File: config.mk
export PLATFORM = sky130hd
export DESIGN_NAME = rfc4648_stream_decoder
export DESIGN_NICKNAME = d
export VERILOG_FILES = /design/src/design/rfcdec_pkg.sv /design/src/design/rfc4648_stream_decoder.sv /design/src/design/rfcdec_front.sv /design/src/design/rfcdec_queue.sv /design/src/design/rfcdec_back.sv
export SDC_FILE = /design/constraint.sdc
export NUM_CORES = 1
export LEC_CHECK = 0
export BUFFER_PORTS_ARGS = -buffer_cell sky130_fd_sc_hd__buf_4
export CORE_MARGIN = 2
export CORE_UTILIZATION = 27
export CTS_CLUSTER_DIAMETER = 200
export CTS_CLUSTER_SIZE = 25
export DETAILED_ROUTE_END_ITERATION = 6
export GPL_TIMING_DRIVEN = 1
export PLACE_DENSITY = 0.47
export SLEW_MARGIN = 10
export SYNTH_ARGS = -nofsm -noshare
export SYNTH_HDL_FRONTEND = slang
export SYNTH_SLANG_ARGS = --single-unit
File: constraint.sdc
create_clock -name clk -period 11.9 [get_ports clk]
set_clock_uncertainty 0.1 [all_clocks]
set_input_delay 0.595 -clock clk [delete_from_list [all_inputs] [get_ports clk]]
set_output_delay 0.595 -clock clk [all_outputs]
set_load 0.02 [all_outputs]
File: src/design/rfcdec_pkg.sv
package rfcdec_pkg;

  // alphabet codes of base_select (code 3 behaves as base64)
  localparam logic [1:0] BASE16 = 2'd0;
  localparam logic [1:0] BASE32 = 2'd1;
  localparam logic [1:0] BASE64 = 2'd2;

  // status codes
  localparam logic [1:0] ST_OK       = 2'd0;
  localparam logic [1:0] ST_BAD_CHAR = 2'd1;
  localparam logic [1:0] ST_LENGTH   = 2'd2;

  localparam int unsigned QueueDepth = 4;
  localparam int unsigned QueuePtrW  = $clog2(QueueDepth);

  typedef enum logic [1:0] {
    SYM_DATA,
    SYM_PAD,
    SYM_BAD
  } sym_kind_t;

  typedef struct packed {
    sym_kind_t  kind;
    logic [5:0] value;
  } sym_t;

  // one decoded character's worth of output: bytes packed first-out in the top bits
  typedef struct packed {
    logic [39:0] data;
    logic [2:0]  nbytes;
    logic        last;
    logic [1:0]  status;
  } job_t;

  // head of the job queue as seen by the back end
  typedef struct packed {
    logic valid;
    job_t job;
  } queue_head_t;

  function automatic logic [7:0] fold_upper(input logic [7:0] c);
    logic [7:0] r;
    r = c;
    if (c >= 8'h61 && c <= 8'h7a) begin
      r = c - 8'd32;
    end
    return r;
  endfunction

  function automatic sym_t sym16(input logic [7:0] c);
    sym_t       s;
    logic [7:0] u;
    logic [7:0] t;
    u = fold_upper(c);
    s.kind  = SYM_BAD;
    s.value = 6'd0;
    t = 8'd0;
    if (u >= 8'h30 && u <= 8'h39) begin
      t = u - 8'h30;
      s.kind = SYM_DATA;
    end else if (u >= 8'h41 && u <= 8'h46) begin
      t = u - 8'h41 + 8'd10;
      s.kind = SYM_DATA;
    end
    s.value = t[5:0];
    return s;
  endfunction

  function automatic sym_t sym32(input logic [7:0] c);
    sym_t       s;
    logic [7:0] u;
    logic [7:0] t;
    u = fold_upper(c);
    s.kind  = SYM_BAD;
    s.value = 6'd0;
    t = 8'd0;
    if (u >= 8'h41 && u <= 8'h5a) begin
      t = u - 8'h41;
      s.kind = SYM_DATA;
    end else if (u >= 8'h32 && u <= 8'h37) begin
      t = u - 8'h32 + 8'd26;
      s.kind = SYM_DATA;
    end else if (u == 8'h3d) begin
      s.kind = SYM_PAD;
    end
    s.value = t[5:0];
    return s;
  endfunction

  function automatic sym_t sym64(input logic [7:0] c);
    sym_t       s;
    logic [7:0] t;
    s.kind  = SYM_BAD;
    s.value = 6'd0;
    t = 8'd0;
    if (c >= 8'h41 && c <= 8'h5a) begin
      t = c - 8'h41;
      s.kind = SYM_DATA;
    end else if (c >= 8'h61 && c <= 8'h7a) begin
      t = c - 8'h61 + 8'd26;
      s.kind = SYM_DATA;
    end else if (c >= 8'h30 && c <= 8'h39) begin
      t = c - 8'h30 + 8'd52;
      s.kind = SYM_DATA;
    end else if (c == 8'h2b) begin
      t = 8'd62;
      s.kind = SYM_DATA;
    end else if (c == 8'h2f) begin
      t = 8'd63;
      s.kind = SYM_DATA;
    end else if (c == 8'h3d) begin
      s.kind = SYM_PAD;
    end
    s.value = t[5:0];
    return s;
  endfunction

endpackage

File: src/design/rfc4648_stream_decoder.sv
// streaming rfc 4648 decoder: one character of base16, base32 or base64 text per beat
// in, decoded bytes out one per beat. the front end classifies a character and updates
// the group accumulator in the cycle it is accepted, so a new character can be taken
// every cycle while the four-entry job queue has room; each queued job then leaves the
// back end as one to five result beats at one beat per cycle while the consumer pops.
// sustained throughput is therefore set by the result port: a character that closes a
// base32 group yields five result beats, a base64 group three, a base16 pair one. the
// final result of a message carries end_of_message and the status (length error wins
// over invalid character); bytes already delivered before an error are not recalled and
// must be dropped by the consumer. base_select sits at byte address 0 of the apb port
// and must only be written between messages.
module rfc4648_stream_decoder (
  input  logic        clk,
  input  logic        rst,
  // apb configuration
  input  logic        psel,
  input  logic        penable,
  input  logic        pwrite,
  input  logic [2:0]  paddr,
  input  logic [31:0] pwdata,
  output logic [31:0] prdata,
  output logic        pready,
  // character input
  input  logic        push,
  output logic        full,
  input  logic [7:0]  text_char,
  input  logic        last_char,
  // result output
  output logic        empty,
  input  logic        pop,
  output logic [7:0]  data_byte,
  output logic        has_data,
  output logic [1:0]  status,
  output logic        end_of_message
);
  import rfcdec_pkg::*;

  logic        base_sel_hit;
  logic [1:0]  base_select;
  logic        in_valid;
  logic        job_push;
  job_t        job;
  queue_head_t head;
  logic        job_pop;

  // single register, word 0
  assign base_sel_hit = (paddr[2] == 1'b0);
  assign pready       = 1'b1;
  assign prdata       = base_sel_hit ? {30'd0, base_select} : 32'd0;

  always_ff @(posedge clk) begin
    if (rst) begin
      base_select <= BASE64;
    end else if (psel && penable && pwrite && base_sel_hit) begin
      base_select <= pwdata[1:0];
    end
  end

  // a character is taken only when its job is sure to fit in the queue
  assign in_valid = push && !full;

  rfcdec_front u_front (
    .clk         (clk),
    .rst         (rst),
    .base_select (base_select),
    .in_valid    (in_valid),
    .text_char   (text_char),
    .last_char   (last_char),
    .job_push    (job_push),
    .job         (job)
  );

  // decouples character intake from result bursts
  rfcdec_queue u_queue (
    .clk    (clk),
    .rst    (rst),
    .push   (job_push),
    .wr_job (job),
    .full   (full),
    .pop    (job_pop),
    .head   (head)
  );

  // serializes each job into result beats through an output register
  rfcdec_back u_back (
    .clk            (clk),
    .rst            (rst),
    .head           (head),
    .job_pop        (job_pop),
    .empty          (empty),
    .pop            (pop),
    .data_byte      (data_byte),
    .has_data       (has_data),
    .status         (status),
    .end_of_message (end_of_message)
  );

endmodule

File: src/design/rfcdec_front.sv
module rfcdec_front (
  input  logic              clk,
  input  logic              rst,
  input  logic [1:0]        base_select,
  input  logic              in_valid,
  input  logic [7:0]        text_char,
  input  logic              last_char,
  output logic              job_push,
  output rfcdec_pkg::job_t  job
);
  import rfcdec_pkg::*;

  logic [39:0] accumulator, accumulator_next;
  logic [2:0]  symbol_count, symbol_count_next;
  logic [2:0]  char_phase, char_phase_next;
  logic        pad_seen, pad_seen_next;
  logic [1:0]  error_code, error_code_next;

  sym_t        sym;
  logic [3:0]  group_len;
  logic [2:0]  phase_inc;
  logic [2:0]  cnt_inc;
  logic [39:0] acc_shift;
  logic        decoding;
  logic        group_done;
  logic [39:0] group_data;
  logic [2:0]  group_bytes;
  logic [39:0] acc_mid;
  logic [2:0]  cnt_mid;
  logic        pad_mid;
  logic [1:0]  err_mid;
  logic [1:0]  status;
  logic [39:0] tail_data;
  logic [2:0]  tail_bytes;

  always_comb begin
    unique case (base_select)
      BASE16: begin
        sym       = sym16(text_char);
        group_len = 4'd2;
        acc_shift = {accumulator[35:0], sym.value[3:0]};
      end
      BASE32: begin
        sym       = sym32(text_char);
        group_len = 4'd8;
        acc_shift = {accumulator[34:0], sym.value[4:0]};
      end
      default: begin
        sym       = sym64(text_char);
        group_len = 4'd4;
        acc_shift = {accumulator[33:0], sym.value};
      end
    endcase
  end

  always_comb begin
    phase_inc = char_phase + 3'd1;
    char_phase_next = ({1'b0, phase_inc} >= group_len) ? 3'd0 : phase_inc;

    decoding = !pad_seen && (error_code == ST_OK);
    cnt_inc  = symbol_count + 3'd1;
    group_done = decoding && (sym.kind == SYM_DATA)
                 && ((cnt_inc == 3'd0) || ({1'b0, cnt_inc} >= group_len));

    // complete group: bytes come from the low bits of the accumulator
    unique case (base_select)
      BASE16: begin
        group_data  = {acc_shift[7:0], 32'd0};
        group_bytes = 3'd1;
      end
      BASE32: begin
        group_data  = acc_shift;
        group_bytes = 3'd5;
      end
      default: begin
        group_data  = {acc_shift[23:0], 16'd0};
        group_bytes = 3'd3;
      end
    endcase

    acc_mid = accumulator;
    cnt_mid = symbol_count;
    pad_mid = pad_seen;
    err_mid = error_code;
    if (decoding) begin
      unique case (sym.kind)
        SYM_DATA: begin
          acc_mid = group_done ? 40'd0 : acc_shift;
          cnt_mid = group_done ? 3'd0 : cnt_inc;
        end
        SYM_PAD: pad_mid = 1'b1;
        default: err_mid = ST_BAD_CHAR;
      endcase
    end

    status = (char_phase_next != 3'd0) ? ST_LENGTH : err_mid;

    // leftover symbols at end of message
    tail_data  = 40'd0;
    tail_bytes = 3'd0;
    if (status == ST_OK) begin
      if (base_select == BASE32) begin
        case (cnt_mid)
          3'd7: begin tail_data = {acc_mid[34:3], 8'd0};  tail_bytes = 3'd4; end
          3'd5: begin tail_data = {acc_mid[24:1], 16'd0}; tail_bytes = 3'd3; end
          3'd4: begin tail_data = {acc_mid[19:4], 24'd0}; tail_bytes = 3'd2; end
          3'd2: begin tail_data = {acc_mid[9:2], 32'd0};  tail_bytes = 3'd1; end
          default: ;
        endcase
      end else if (base_select != BASE16) begin
        case (cnt_mid)
          3'd3: begin tail_data = {acc_mid[17:2], 24'd0}; tail_bytes = 3'd2; end
          3'd2: begin tail_data = {acc_mid[11:4], 32'd0}; tail_bytes = 3'd1; end
          default: ;
        endcase
      end
    end

    job.last   = last_char;
    job.status = last_char ? status : ST_OK;
    if (group_done) begin
      job.data   = group_data;
      job.nbytes = group_bytes;
    end else if (last_char) begin
      job.data   = tail_data;
      job.nbytes = tail_bytes;
    end else begin
      job.data   = 40'd0;
      job.nbytes = 3'd0;
    end
    job_push = in_valid && ((job.nbytes != 3'd0) || last_char);

    accumulator_next  = last_char ? 40'd0 : acc_mid;
    symbol_count_next = last_char ? 3'd0 : cnt_mid;
    pad_seen_next     = last_char ? 1'b0 : pad_mid;
    error_code_next   = last_char ? ST_OK : err_mid;
  end

  always_ff @(posedge clk) begin
    if (rst) begin
      accumulator  <= 40'd0;
      symbol_count <= 3'd0;
      char_phase   <= 3'd0;
      pad_seen     <= 1'b0;
      error_code   <= ST_OK;
    end else if (in_valid) begin
      accumulator  <= accumulator_next;
      symbol_count <= symbol_count_next;
      char_phase   <= last_char ? 3'd0 : char_phase_next;
      pad_seen     <= pad_seen_next;
      error_code   <= error_code_next;
    end
  end

endmodule

File: src/design/rfcdec_queue.sv
module rfcdec_queue (
  input  logic                    clk,
  input  logic                    rst,
  input  logic                    push,
  input  rfcdec_pkg::job_t        wr_job,
  output logic                    full,
  input  logic                    pop,
  output rfcdec_pkg::queue_head_t head
);
  import rfcdec_pkg::*;

  job_t                entries [QueueDepth];
  logic [QueuePtrW-1:0] wr_ptr;
  logic [QueuePtrW-1:0] rd_ptr;
  logic [QueuePtrW:0]   count;

  assign full       = (count == (QueuePtrW+1)'(QueueDepth));
  assign head.valid = (count != '0);
  assign head.job   = entries[rd_ptr];

  always_ff @(posedge clk) begin
    if (push) begin
      entries[wr_ptr] <= wr_job;
    end
  end

  always_ff @(posedge clk) begin
    if (rst) begin
      wr_ptr <= '0;
      rd_ptr <= '0;
      count  <= '0;
    end else begin
      if (push) begin
        wr_ptr <= wr_ptr + QueuePtrW'(1);
      end
      if (pop) begin
        rd_ptr <= rd_ptr + QueuePtrW'(1);
      end
      case ({push, pop})
        2'b10:   count <= count + (QueuePtrW+1)'(1);
        2'b01:   count <= count - (QueuePtrW+1)'(1);
        default: ;
      endcase
    end
  end

endmodule

File: src/design/rfcdec_back.sv
module rfcdec_back (
  input  logic                    clk,
  input  logic                    rst,
  input  rfcdec_pkg::queue_head_t head,
  output logic                    job_pop,
  output logic                    empty,
  input  logic                    pop,
  output logic [7:0]              data_byte,
  output logic                    has_data,
  output logic [1:0]              status,
  output logic                    end_of_message
);
  import rfcdec_pkg::*;

  logic [2:0] idx;
  logic       out_valid;
  logic       load;
  logic [2:0] nres;
  logic       is_final;
  logic [7:0] sel_byte;
  logic       sel_has;

  always_comb begin
    case (idx)
      3'd0:    sel_byte = head.job.data[39:32];
      3'd1:    sel_byte = head.job.data[31:24];
      3'd2:    sel_byte = head.job.data[23:16];
      3'd3:    sel_byte = head.job.data[15:8];
      3'd4:    sel_byte = head.job.data[7:0];
      default: sel_byte = 8'd0;
    endcase
    sel_has  = (head.job.nbytes != 3'd0);
    nres     = sel_has ? head.job.nbytes : 3'd1;
    is_final = (idx == nres - 3'd1);
    load     = head.valid && (!out_valid || pop);
    job_pop  = load && is_final;
  end

  assign empty = !out_valid;

  always_ff @(posedge clk) begin
    if (rst) begin
      out_valid <= 1'b0;
      idx       <= 3'd0;
    end else begin
      if (load) begin
        out_valid <= 1'b1;
        idx       <= is_final ? 3'd0 : idx + 3'd1;
      end else if (pop) begin
        out_valid <= 1'b0;
      end
    end
  end

  always_ff @(posedge clk) begin
    if (load) begin
      data_byte      <= sel_has ? sel_byte : 8'd0;
      has_data       <= sel_has;
      status         <= (is_final && head.job.last) ? head.job.status : ST_OK;
      end_of_message <= is_final && head.job.last;
    end
  end

endmodule

==> impl_metrics.json, run 1 <==
{
  "fin_crit_sh_pct": 48.47,
  "syn_inst": 1235,
  "rsz0062_at_grt": "no",
  "synthFlopType": "edfxtp_1",
  "grt_overflow": 0,
  "drive_above_1_share_pct": 13.34,
  "route.antenna.remaining_nets": 0,
  "clk_latency_ps": 520,
  "cts_tree": "built",
  "worstSetupStartpointType": "register",
  "tightest_slew_ps": 1154,
  "grt_pass1_wl_um": 65280,
  "power.switching_mw": 0.5795,
  "max_slew_margin_pct": 22.91,
  "rows": 83,
  "ios": 98,
  "endpoint_kind": "register",
  "grt_use_total_pct": 15.92,
  "ys_types": 91,
  "antenna_found_initial": 0,
  "synth_edf_count": 196,
  "slowest_stage": "nor2_2",
  "cts_sinks": 255,
  "drt-initial-drc-count": 1229,
  "port_buffers": 34,
  "dieArea_mm2": 0.05333,
  "nNetsFinal": 1306,
  "routedWlPerCell_um": 22.73,
  "drc": 0,
  "min_path_type": "primary input to register",
  "yosysTopAreaCellShare_pct": 42.33,
  "cts.clk_slew.worst_paths_ps": 110,
  "die_h_um": 230.9,
  "worst_slack_ps": 6132,
  "synthTopCellsByArea": "edfxtp_1 (42%), dfxtp_1 (8.5%), mux4_2 (7.5%)",
  "gp_congestion": 0.9437,
  "leakage_nw": 4.926,
  "grt_pass1_vias": 9850,
  "layout_commonest_cell": "edfxtp_1",
  "drtPass1Iterations": 7,
  "fin_util_pct": 29.65,
  "yosys_warnings": 0,
  "placed_cell_area_mm2": 0.01472,
  "hold_buffers": 0,
  "syn_to_final_growth_pct": 8.953,
  "critical_path.max_fanout": 17,
  "switching_share_pct": 29.53,
  "reg2reg_depth": 13,
  "ys_seq_elements": 255,
  "r2r-end": "u_queue.entries[1][25]",
  "ir_worst_vdd_mv": 0.1032,
  "vias": 10340,
  "hold_viol": 0,
  "min_to": "base_select[0]",
  "wirelength_um": 43390,
  "place_hpwl_um": 28910,
  "status": "finished clean",
  "place_ws_ps": 6059,
  "fmax_mhz": 173.4,
  "slowest_delay_ps": 710,
  "grt_use_met2_pct": 24.51,
  "grt_max_degree": 71,
  "cap_violations": 0,
  "syn_avg_cell_area_um2": 11.26,
  "tns_ps": 0,
  "slew_violations": 0,
  "grt_use_met3_pct": 2.396,
  "power_frac_seq_pct": 52.3,
  "syn-cell-area_mm2": 0.01390,
  "worstHoldPathCells": 3,
  "busiest_layer": "met2",
  "yosysSeqAreaShare_pct": 50.82,
  "clk_path_buf_depth": 3,
  "vias_per_cell": 5.417,
  "synth.largest_area_cell": "edfxtp_1",
  "fill_cells": 5277,
  "p_comb_share_pct": 20.0,
  "finalSetupViolCount": 0,
  "coreArea_mm2": 0.05109,
  "die_x_um": 230.9,
  "clkPwrFrac_pct": 27.7,
  "reg2reg_from": "u_front.symbol_count[0]",
  "p_per_area_mw_per_mm2": 129.5,
  "postCtsSetupBuffers": 0,
  "internal_power_mw": 1.383,
  "hold_slack_ps": 216.9,
  "critPathArrivalTime_ps": 5900,
  "path_cells": "ha_1, inv_1, ha_1, a21bo_2, a21oi_1, nor2_1, nor2_2, nand2_1, nor3_1, nand3_1, nand2_1, a22oi_1, o22ai_1",
  "final_cell_mix": "edfxtp_1 (196), nor2_1 (127), a22oi_1 (86)",
  "design_area_mm2": 0.01515,
  "cts_root_buf": "clkbuf_16",
  "fin_crit_ps": 5768,
  "min-delay-start": "pwdata[0]",
  "worstPathRequired_ps": 12030,
  "htree_levels": 1,
  "criticalPathCategory": "register to register",
  "grt_use_met1_pct": 23.64,
  "n_antenna_cell": 0,
  "r2r_slack_ps": 6130,
  "initial_utilization_pct": 27.21,
  "cts_resized": 0,
  "numCtsBuffers": 14,
  "synthArstFlopShare_pct": 0
}
[power groups by stage]
| stage | sequential, mW | combinational, mW | clock [mW] |
|---|---|---|---|
| detailed placement | 1.05 | 0.396 | 0 |
| global placement | 1.05 | 0.397 | 0 |
| CTS | 1.03 | 0.397 | 0.563 |
| global route | 1.03 | 0.427 | 0.590 |
| finish | 1.03 | 0.392 | 0.544 |
| floorplan | 1.05 | 0.264 | 0 |
[cell families after synthesis]
family / Yosys count / share of synthesized area (%)
AO/OA/AOI/OAI: 372 / 18.92
adder cells (fa/ha/maj): 34 / 3.114
flip-flops: 255 / 50.82
other: 2 / 0.05401
XOR/XNOR: 14 / 0.8819
AND/OR/NAND/NOR: 331 / 11.27
multiplexers: 78 / 9.790
buffers and inverters: 149 / 5.147
[state kept, by name, summed over array words and instances (netlist names), 3 cells and up, named ones only]
| signal | flops |
|---|---|
| u_back.data_byte | 8 |
| u_back.idx | 3 |
| u_front.accumulator | 35 |
| u_front.char_phase | 3 |
| u_front.symbol_count | 3 |
| u_queue.count | 3 |
| u_queue.entries | 184 |
[metrics by stage]
stage	power, mW	cells
detailed placement	1.444	1885
floorplan	1.316	1264
global route	2.049	1909
finish	1.962	1909
CTS	1.987	1909
global placement	1.443	1885
[cell type report]
| class | instances | area, µm² | share of cell area, % |
|---|---|---|---|
| clock buffer | 23 | 405.4 | 2.676 |
| timing repair buffer | 57 | 427.9 | 2.825 |
| inverter | 33 | 123.9 | 0.8176 |
| tap | 680 | 850.8 | 5.616 |
| clock inverter | 1 | 20.02 | 0.1321 |
| sequential | 255 | 7074 | 46.70 |
| multi-input combinational | 860 | 6247 | 41.24 |
[worst max path at each step]
| stage | from | end |
|---|---|---|
| after global routing | u_front.symbol_count[0] | u_queue.entries[0][33] |
| after CTS | u_front.symbol_count[0] | u_queue.entries[1][33] |
| after detailed placement | text_char[2] | u_queue.entries[0][39] |
| final | u_front.symbol_count[0] | u_queue.entries[1][25] |
| after floorplan | text_char[2] | u_queue.entries[0][0] |
| after global placement | text_char[2] | u_queue.entries[0][39] |
[routing by layer]
layer / share of wire (%) / vias to the layer above / routed length (µm)
li1: - / 4691 / -
met1: 47 / 5191 / 20450
met2: 44 / 403 / 19240
met3: 6.5 / 56 / 2823
met4: 2.0 / 0 / 881
met5: 0 / - / 0
[worst max-delay path, delay by kind of cell (launching register included)]
kind | cells | cell delay, ps
buf+inv | 1 | 120
simple gates | 6 | 2980
fa+ha+maj | 2 | 600
compound gates | 4 | 1020
flops | 1 | 630
[synth_stat cells (all sizes together) (7+ instances only)]
| library cell | n |
|---|---|
| a2111oi | 7 |
| a211oi | 11 |
| a21oi | 67 |
| a221oi | 12 |
| a222oi | 10 |
| a22o | 14 |
| a22oi | 86 |
| and2 | 9 |
| buf | 63 |
| clkbuf | 53 |
| dfxtp | 59 |
| edfxtp | 196 |
| ha | 33 |
| inv | 33 |
| mux2i | 28 |
| mux4 | 46 |
| nand2 | 74 |
| nand2b | 11 |
| nand3 | 25 |
| nand4 | 21 |
| nor2 | 132 |
| nor2b | 7 |
| nor3 | 17 |
| o211ai | 12 |
| o21ai | 82 |
| o22ai | 7 |
| xnor2 | 9 |
(Power assumes the default switching activity.)
==> inputs of run 2 (changes only) <==
Settings changed: ABC_AREA set to 1.
Clock period 11.9 ns to 5.5 ns, I/O delays scaled along.
==> impl_metrics.json, run 2 <==
{
  "leakage_nw": 5.726,
  "synth-simple-area-share_pct": 18.45,
  "synth_edf_count": 196,
  "synthArstFlopShare_pct": 0,
  "die_h_um": 230.8,
  "die_x_um": 230.8,
  "numCtsBuffers": 14,
  "status": "finished clean",
  "hold_viol": 0,
  "routedWlPerCell_um": 19.81,
  "critPathArrivalTime_ps": 4690,
  "crit_start": "base_select[0]",
  "rsz0062_at_grt": "no",
  "finalSetupViolCount": 0,
  "ys_types": 58,
  "route.antenna.remaining_nets": 0,
  "initial_utilization_pct": 27.17,
  "grt_max_degree": 81,
  "wirelength_um": 45510,
  "regMostFlops": "u_queue.entries",
  "place_hpwl_um": 30580,
  "yosys_warnings": 0,
  "hold_slack_ps": 25.84,
  "worstPathRequired_ps": 5630,
  "min_path_type": "primary input to register",
  "cts_sinks": 255,
  "fin_crit_sh_pct": 82.97,
  "synth_top_family_by_area": "compound AO/OA/AOI/OAI gates",
  "drc": 0,
  "synthTopCellsByArea": "edfxtp_1 (42%), dfxtp_1 (8.5%), nand2_1 (7.4%)",
  "yosysTopAreaCellShare_pct": 42.39,
  "endpoint_kind": "register",
  "cts_tree": "built",
  "syn_inst": 1602,
  "synthFlopType": "edfxtp_1",
  "critical_path.max_fanout": 10,
  "n_antenna_cell": 0,
  "yosysMostFrequentCell": "nand2_1",
  "grt_use_total_pct": 16.99,
  "syn-cell-area_mm2": 0.01388,
  "p_per_area_mw_per_mm2": 289.1,
  "fmax_mhz": 219.1,
  "port_buffers": 34,
  "reg2reg_from": "base_select[0]",
  "place_ws_ps": 440.0,
  "grt_pass1_vias": 11150,
  "clk_latency_ps": 530,
  "yosys-mux-area-fraction_pct": 0,
  "synth.largest_area_cell": "edfxtp_1",
  "r2r_slack_ps": 940,
  "coreArea_mm2": 0.05109,
  "drive_above_1_share_pct": 8.714,
  "antenna_found_initial": 0,
  "drtPass1Iterations": 5,
  "synth-compound-area-share_pct": 18.87,
  "reg_top3": "u_queue.entries (184), u_front.accumulator (35), u_back.data_byte (8)",
  "grt_pass1_wl_um": 69790,
  "drt-initial-drc-count": 1042,
  "synthTopCellsByCount": "nand2_1 (272), nor2_1 (225), edfxtp_1 (196)",
  "dieArea_mm2": 0.05325,
  "tns_ps": 0,
  "final_cell_mix": "nand2_1 (272), nor2_1 (224), edfxtp_1 (196)",
  "syn_avg_cell_area_um2": 8.667,
  "htree_levels": 1,
  "worstSetupStartpointType": "register",
  "rows": 83,
  "clk_path_buf_depth": 3,
  "cts_root_buf": "clkbuf_16",
  "grt_overflow": 0,
  "criticalPathCategory": "register to register",
  "vias": 11540,
  "vias_per_cell": 5.020,
  "ys_seq_elements": 255,
  "tightest_slew_ps": 974.3,
  "ios": 98,
  "gp_congestion": 0.9408,
  "r2r-end": "u_queue.entries[1][1]",
  "slew_violations": 0,
  "fin_crit_ps": 4563,
  "synth_adder_area_share_pct": 3.118,
  "ir_worst_vdd_mv": 0.1459,
  "power_mw": 4.449,
  "syn_to_final_growth_pct": 10.85,
  "layout_commonest_cell": "nand2_1",
  "largest_reg_flops": 184,
  "reg2reg_depth": 23,
  "worst_slack_ps": 936.5,
  "postCtsSetupBuffers": 0,
  "yosysSeqAreaShare_pct": 50.90,
  "critPathCapture": "u_queue.entries[1][1]",
  "cts.clk_slew.worst_paths_ps": 130,
  "max_slew_margin_pct": 34.36,
  "nNetsFinal": 1695,
  "synth_xor_area_share_pct": 0.8200,
  "cap_violations": 0
}
[run 2: cell types whose count changed after synthesis, sizes merged, moves of 13 or more]
cell,previous run,this run
nand2,74,278
o21ai,82,189
nor2,132,237
inv,33,129
a22oi,86,13
o22ai,7,71
mux4,46,0
a21oi,67,107
mux2i,28,0
nand3,25,40
buf,63,50
[run 2: cells by family (layout without fill, tap and decap cells)]
logic type	after synthesis	after routing
flops	255	255
simple gates	601	601
fa+ha+maj	34	34
xor+xnor	13	13
buf+inv	246	233
compound gates	451	451
other cells	2	31
[run 2: where the power goes]
group / switching [mW] / leakage [nW] / internal, mW
Combinational: 0.726 / 3.15 / 0.299
Clock: 0.659 / 0.204 / 0.523
Sequential: 0.0633 / 2.38 / 2.18
Total: 1.45 / 5.73 / 3.00
[run 2: critical path, stage by stage, from the launching register on]
cell and delay (ps):
dfxtp_1 390, nor2_1 490, buf_4 340, ha_1 160, nand2_1 50, nand2_1 50, nand2_1 40, a21oi_1 200
nor2_1 90, a211oi_1 290, nand2_1 120, nor2_1 110, nand2_1 110, nor2_4 270, nand2_2 80, nor2_1 110
nor2_1 60, nand3_1 70, nor2_1 70, nor2_4 120, inv_2 50, buf_4 160, nor2_4 440, buf_4 260
[run 2: repair_timing]
action                    4_1_cts  5_1_grt
hold endpoints to repair        3        0
hold buffers                    3        0
resized for setup               0        0
[run 2: worst min path at each step]
stage | slack (ps) | depth (start not counted) | to | startpoint
finish | 30 | 3 | base_select[0] | psel
global route | 40 | 3 | base_select[0] | psel
CTS | 10 | 3 | base_select[0] | psel
detailed placement | 370 | 2 | u_front.char_phase[1] | u_front.char_phase[1]
global placement | 360 | 2 | u_front.char_phase[1] | u_front.char_phase[1]
floorplan | 270 | 0 | u_queue.entries[0][2] | last_char
[run 2: area by class of cell]
class                   instances  area (µm²)
fillers                      5482       35700
flip-flops and latches        255        7068
multi-input cells            1130        5889
well taps                     680       850.8
repair buffers                 74       650.6
inverters                     135       506.7
clock buffers                  23       405.4
clock inverters                 1       20.02
[run 2: routing by layer]
layer | part of all wire [%] | vias up | routed length, µm | global-route usage [%]
met2 | 45 | 374 | 20450 | 27.13
met4 | 2.9 | 0 | 1322 | 4.859
met3 | 5.5 | 79 | 2504 | 2.446
li1 | - | 5519 | - | -
met5 | 0 | - | 0 | 0
met1 | 47 | 5563 | 21230 | 23.85
[run 2: metrics by stage]
stage               instance area [µm²]  instances  util, %
CTS                               15390       2298    30.12
floorplan                         13990       1631        -
detailed placement                14940       2271    29.23
global route                      15390       2298    30.12
finish                            15390       2298    30.12
global placement                  14940       2271    29.23
==> inputs of run 3 (changes only) <==
Settings changed: PLACE_DENSITY 0.47 to 0.48.
Clock period 5.5 ns to 4 ns, I/O delays scaled along.
==> impl_metrics.json, run 3 (same netlist as run 2, synthesis figures left out) <==
{
  "min_path_type": "primary input to register",
  "grt_use_met2_pct": 28.37,
  "clk_path_buf_depth": 3,
  "fin_crit_ps": 3704,
  "p_per_area_mw_per_mm2": 380.6,
  "drc": 0,
  "critical_path.max_fanout": 5,
  "initial_utilization_pct": 27.17,
  "dieArea_mm2": 0.05325,
  "reg_top3": "u_queue.entries (184), u_front.accumulator (35), u_back.data_byte (8)",
  "htree_levels": 1,
  "leakage_nw": 6.408,
  "wirelength_um": 46700,
  "rows": 83,
  "clk_latency_ps": 520,
  "hold_slack_ps": 11.95,
  "fmax_mhz": 270.0,
  "vias": 11990,
  "worstPathRequired_ps": 4210,
  "hold_viol": 0,
  "fin_util_pct": 32.50,
  "die_h_um": 230.8,
  "ir_worst_vdd_mv": 0.2680,
  "reg2reg_depth": 21,
  "endpoint_kind": "register",
  "gp_congestion": 0.9585,
  "nNetsFinal": 1827,
  "busiest_layer": "met2",
  "finalSetupViolCount": 0,
  "final_cell_mix": "nand2_1 (268), nor2_1 (222), edfxtp_1 (196)",
  "layoutNonFillerInstCount": 2430,
  "routedWlPerCell_um": 19.22,
  "cap_violations": 0,
  "power.switching_mw": 2.019,
  "n_antenna_cell": 0,
  "cts_root_buf": "clkbuf_16",
  "r2r_slack_ps": 300,
  "worstSetupStartpointType": "register",
  "min_to": "base_select[1]",
  "grt_use_met3_pct": 2.223,
  "place_hpwl_um": 33210,
  "layout_commonest_cell": "nand2_1",
  "fin_crit_sh_pct": 92.61,
  "slew_violations": 0,
  "grt_use_total_pct": 17.35,
  "clkPwrFrac_pct": 25.5,
  "rsz0062_at_grt": "yes",
  "dp.cells": 2397,
  "status": "finished clean",
  "criticalPathCategory": "register to register",
  "cts.clk_slew.worst_paths_ps": 110,
  "antenna_found_initial": 2,
  "syn_to_final_growth_pct": 19.60,
  "drt-initial-drc-count": 1162,
  "max_slew_margin_pct": 45.94,
  "power_frac_seq_pct": 48.7,
  "die_x_um": 230.8,
  "worstHoldPathCells": 3,
  "grt_overflow": 0,
  "drtPass1Iterations": 7,
  "cts_tree": "built",
  "tightest_slew_ps": 810.9,
  "regMostFlops": "u_queue.entries",
  "grt_use_met1_pct": 23.77,
  "vias_per_cell": 4.935,
  "ios": 98,
  "power_mw": 6.320,
  "r2r-end": "u_queue.entries[3][41]",
  "port_buffers": 34,
  "min-delay-start": "psel",
  "critPathArrivalTime_ps": 3920,
  "grt_pass1_vias": 11690,
  "cts_sinks": 255,
  "grt_max_degree": 81,
  "largest_reg_flops": 184,
  "reg2reg_from": "u_front.char_phase[0]",
  "switching_share_pct": 31.95,
  "p_comb_share_pct": 25.8,
  "coreArea_mm2": 0.05109,
  "numCtsBuffers": 14,
  "route.antenna.remaining_nets": 0,
  "drive_above_1_share_pct": 16.80,
  "internal_power_mw": 4.300,
  "grt_pass1_wl_um": 71550,
  "crit_start": "u_front.char_phase[0]"
}
## run 3: power by group through the flow
| stage | clock [mW] | sequential (mW) | combinational, mW |
|---|---|---|---|
| after detailed placement | 0 | 3.14 | 1.62 |
| after CTS | 1.67 | 3.08 | 1.64 |
| after floorplan | 0 | 3.16 | 0.890 |
| final | 1.61 | 3.08 | 1.63 |
| after global placement | 0 | 3.13 | 1.63 |
| after global routing | 1.76 | 3.09 | 1.80 |
## run 3: layout make-up
| type | count | area [µm²] |
|---|---|---|
| clock inverters | 1 | 20.02 |
| multi-input cells | 1130 | 5978 |
| well taps | 680 | 850.8 |
| flip-flops and latches | 255 | 7071 |
| clock buffers | 23 | 405.4 |
| inverters | 135 | 519.2 |
| fillers | 5368 | 34490 |
| repair buffers | 206 | 1762 |
## run 3: how the worst max path moves through the flow
| stage | to | slack (ps) | cells after the start |
|---|---|---|---|
| 6_report | u_queue.entries[3][41] | 300 | 21 |
| 5_1_grt | u_queue.count[1] | -30 | 26 |
| 4_1_cts | u_queue.count[1] | 50 | 26 |
| 3_5_place_dp | u_queue.count[2] | -150 | 30 |
| 3_3_place_gp | u_queue.count[2] | -200 | 29 |
| 2_1_floorplan | u_queue.entries[0][0] | 6 | 23 |
## run 3: metrics by stage
stage	cell area, µm²	setup TNS, ps	setup slack (ps)
after floorplan	14090	0	5.859
after global placement	16050	-4401	-195.9
after detailed placement	16050	-8901	-148.4
after CTS	16540	0	53.87
after global routing	16610	-47.11	-31.96
final	16610	0	295.7
## run 3: what timing repair did
action,in CTS,in global routing
endpoints found under the hold margin,10,0
endpoints found under the setup margin,0,203
gates resized for setup,0,17
setup buffers,0,4
hold buffers,6,0
## run 3: routing by layer
layer / wire [µm] / share of wire, %
met5: 0 / 0
met4: 1464 / 3.1
met3: 2496 / 5.3
met1: 21190 / 45
met2: 21550 / 46
## run 3: critical path, stage by stage, from the launching register on
cell and delay (ps):
dfxtp_2 350, ha_1 270, inv_1 50, ha_1 260, nand2_1 50, nand2_1 50, nand2_1 60, a21oi_2 190
nor2_1 90, a211oi_2 260, nand2_1 100, nor2_1 110, nand2_1 110, nor2_4 130, buf_4 120, buf_4 150
inv_1 90, nor2_1 330, inv_1 140, o21ai_0 190, nand2_1 80, nand2_1 200
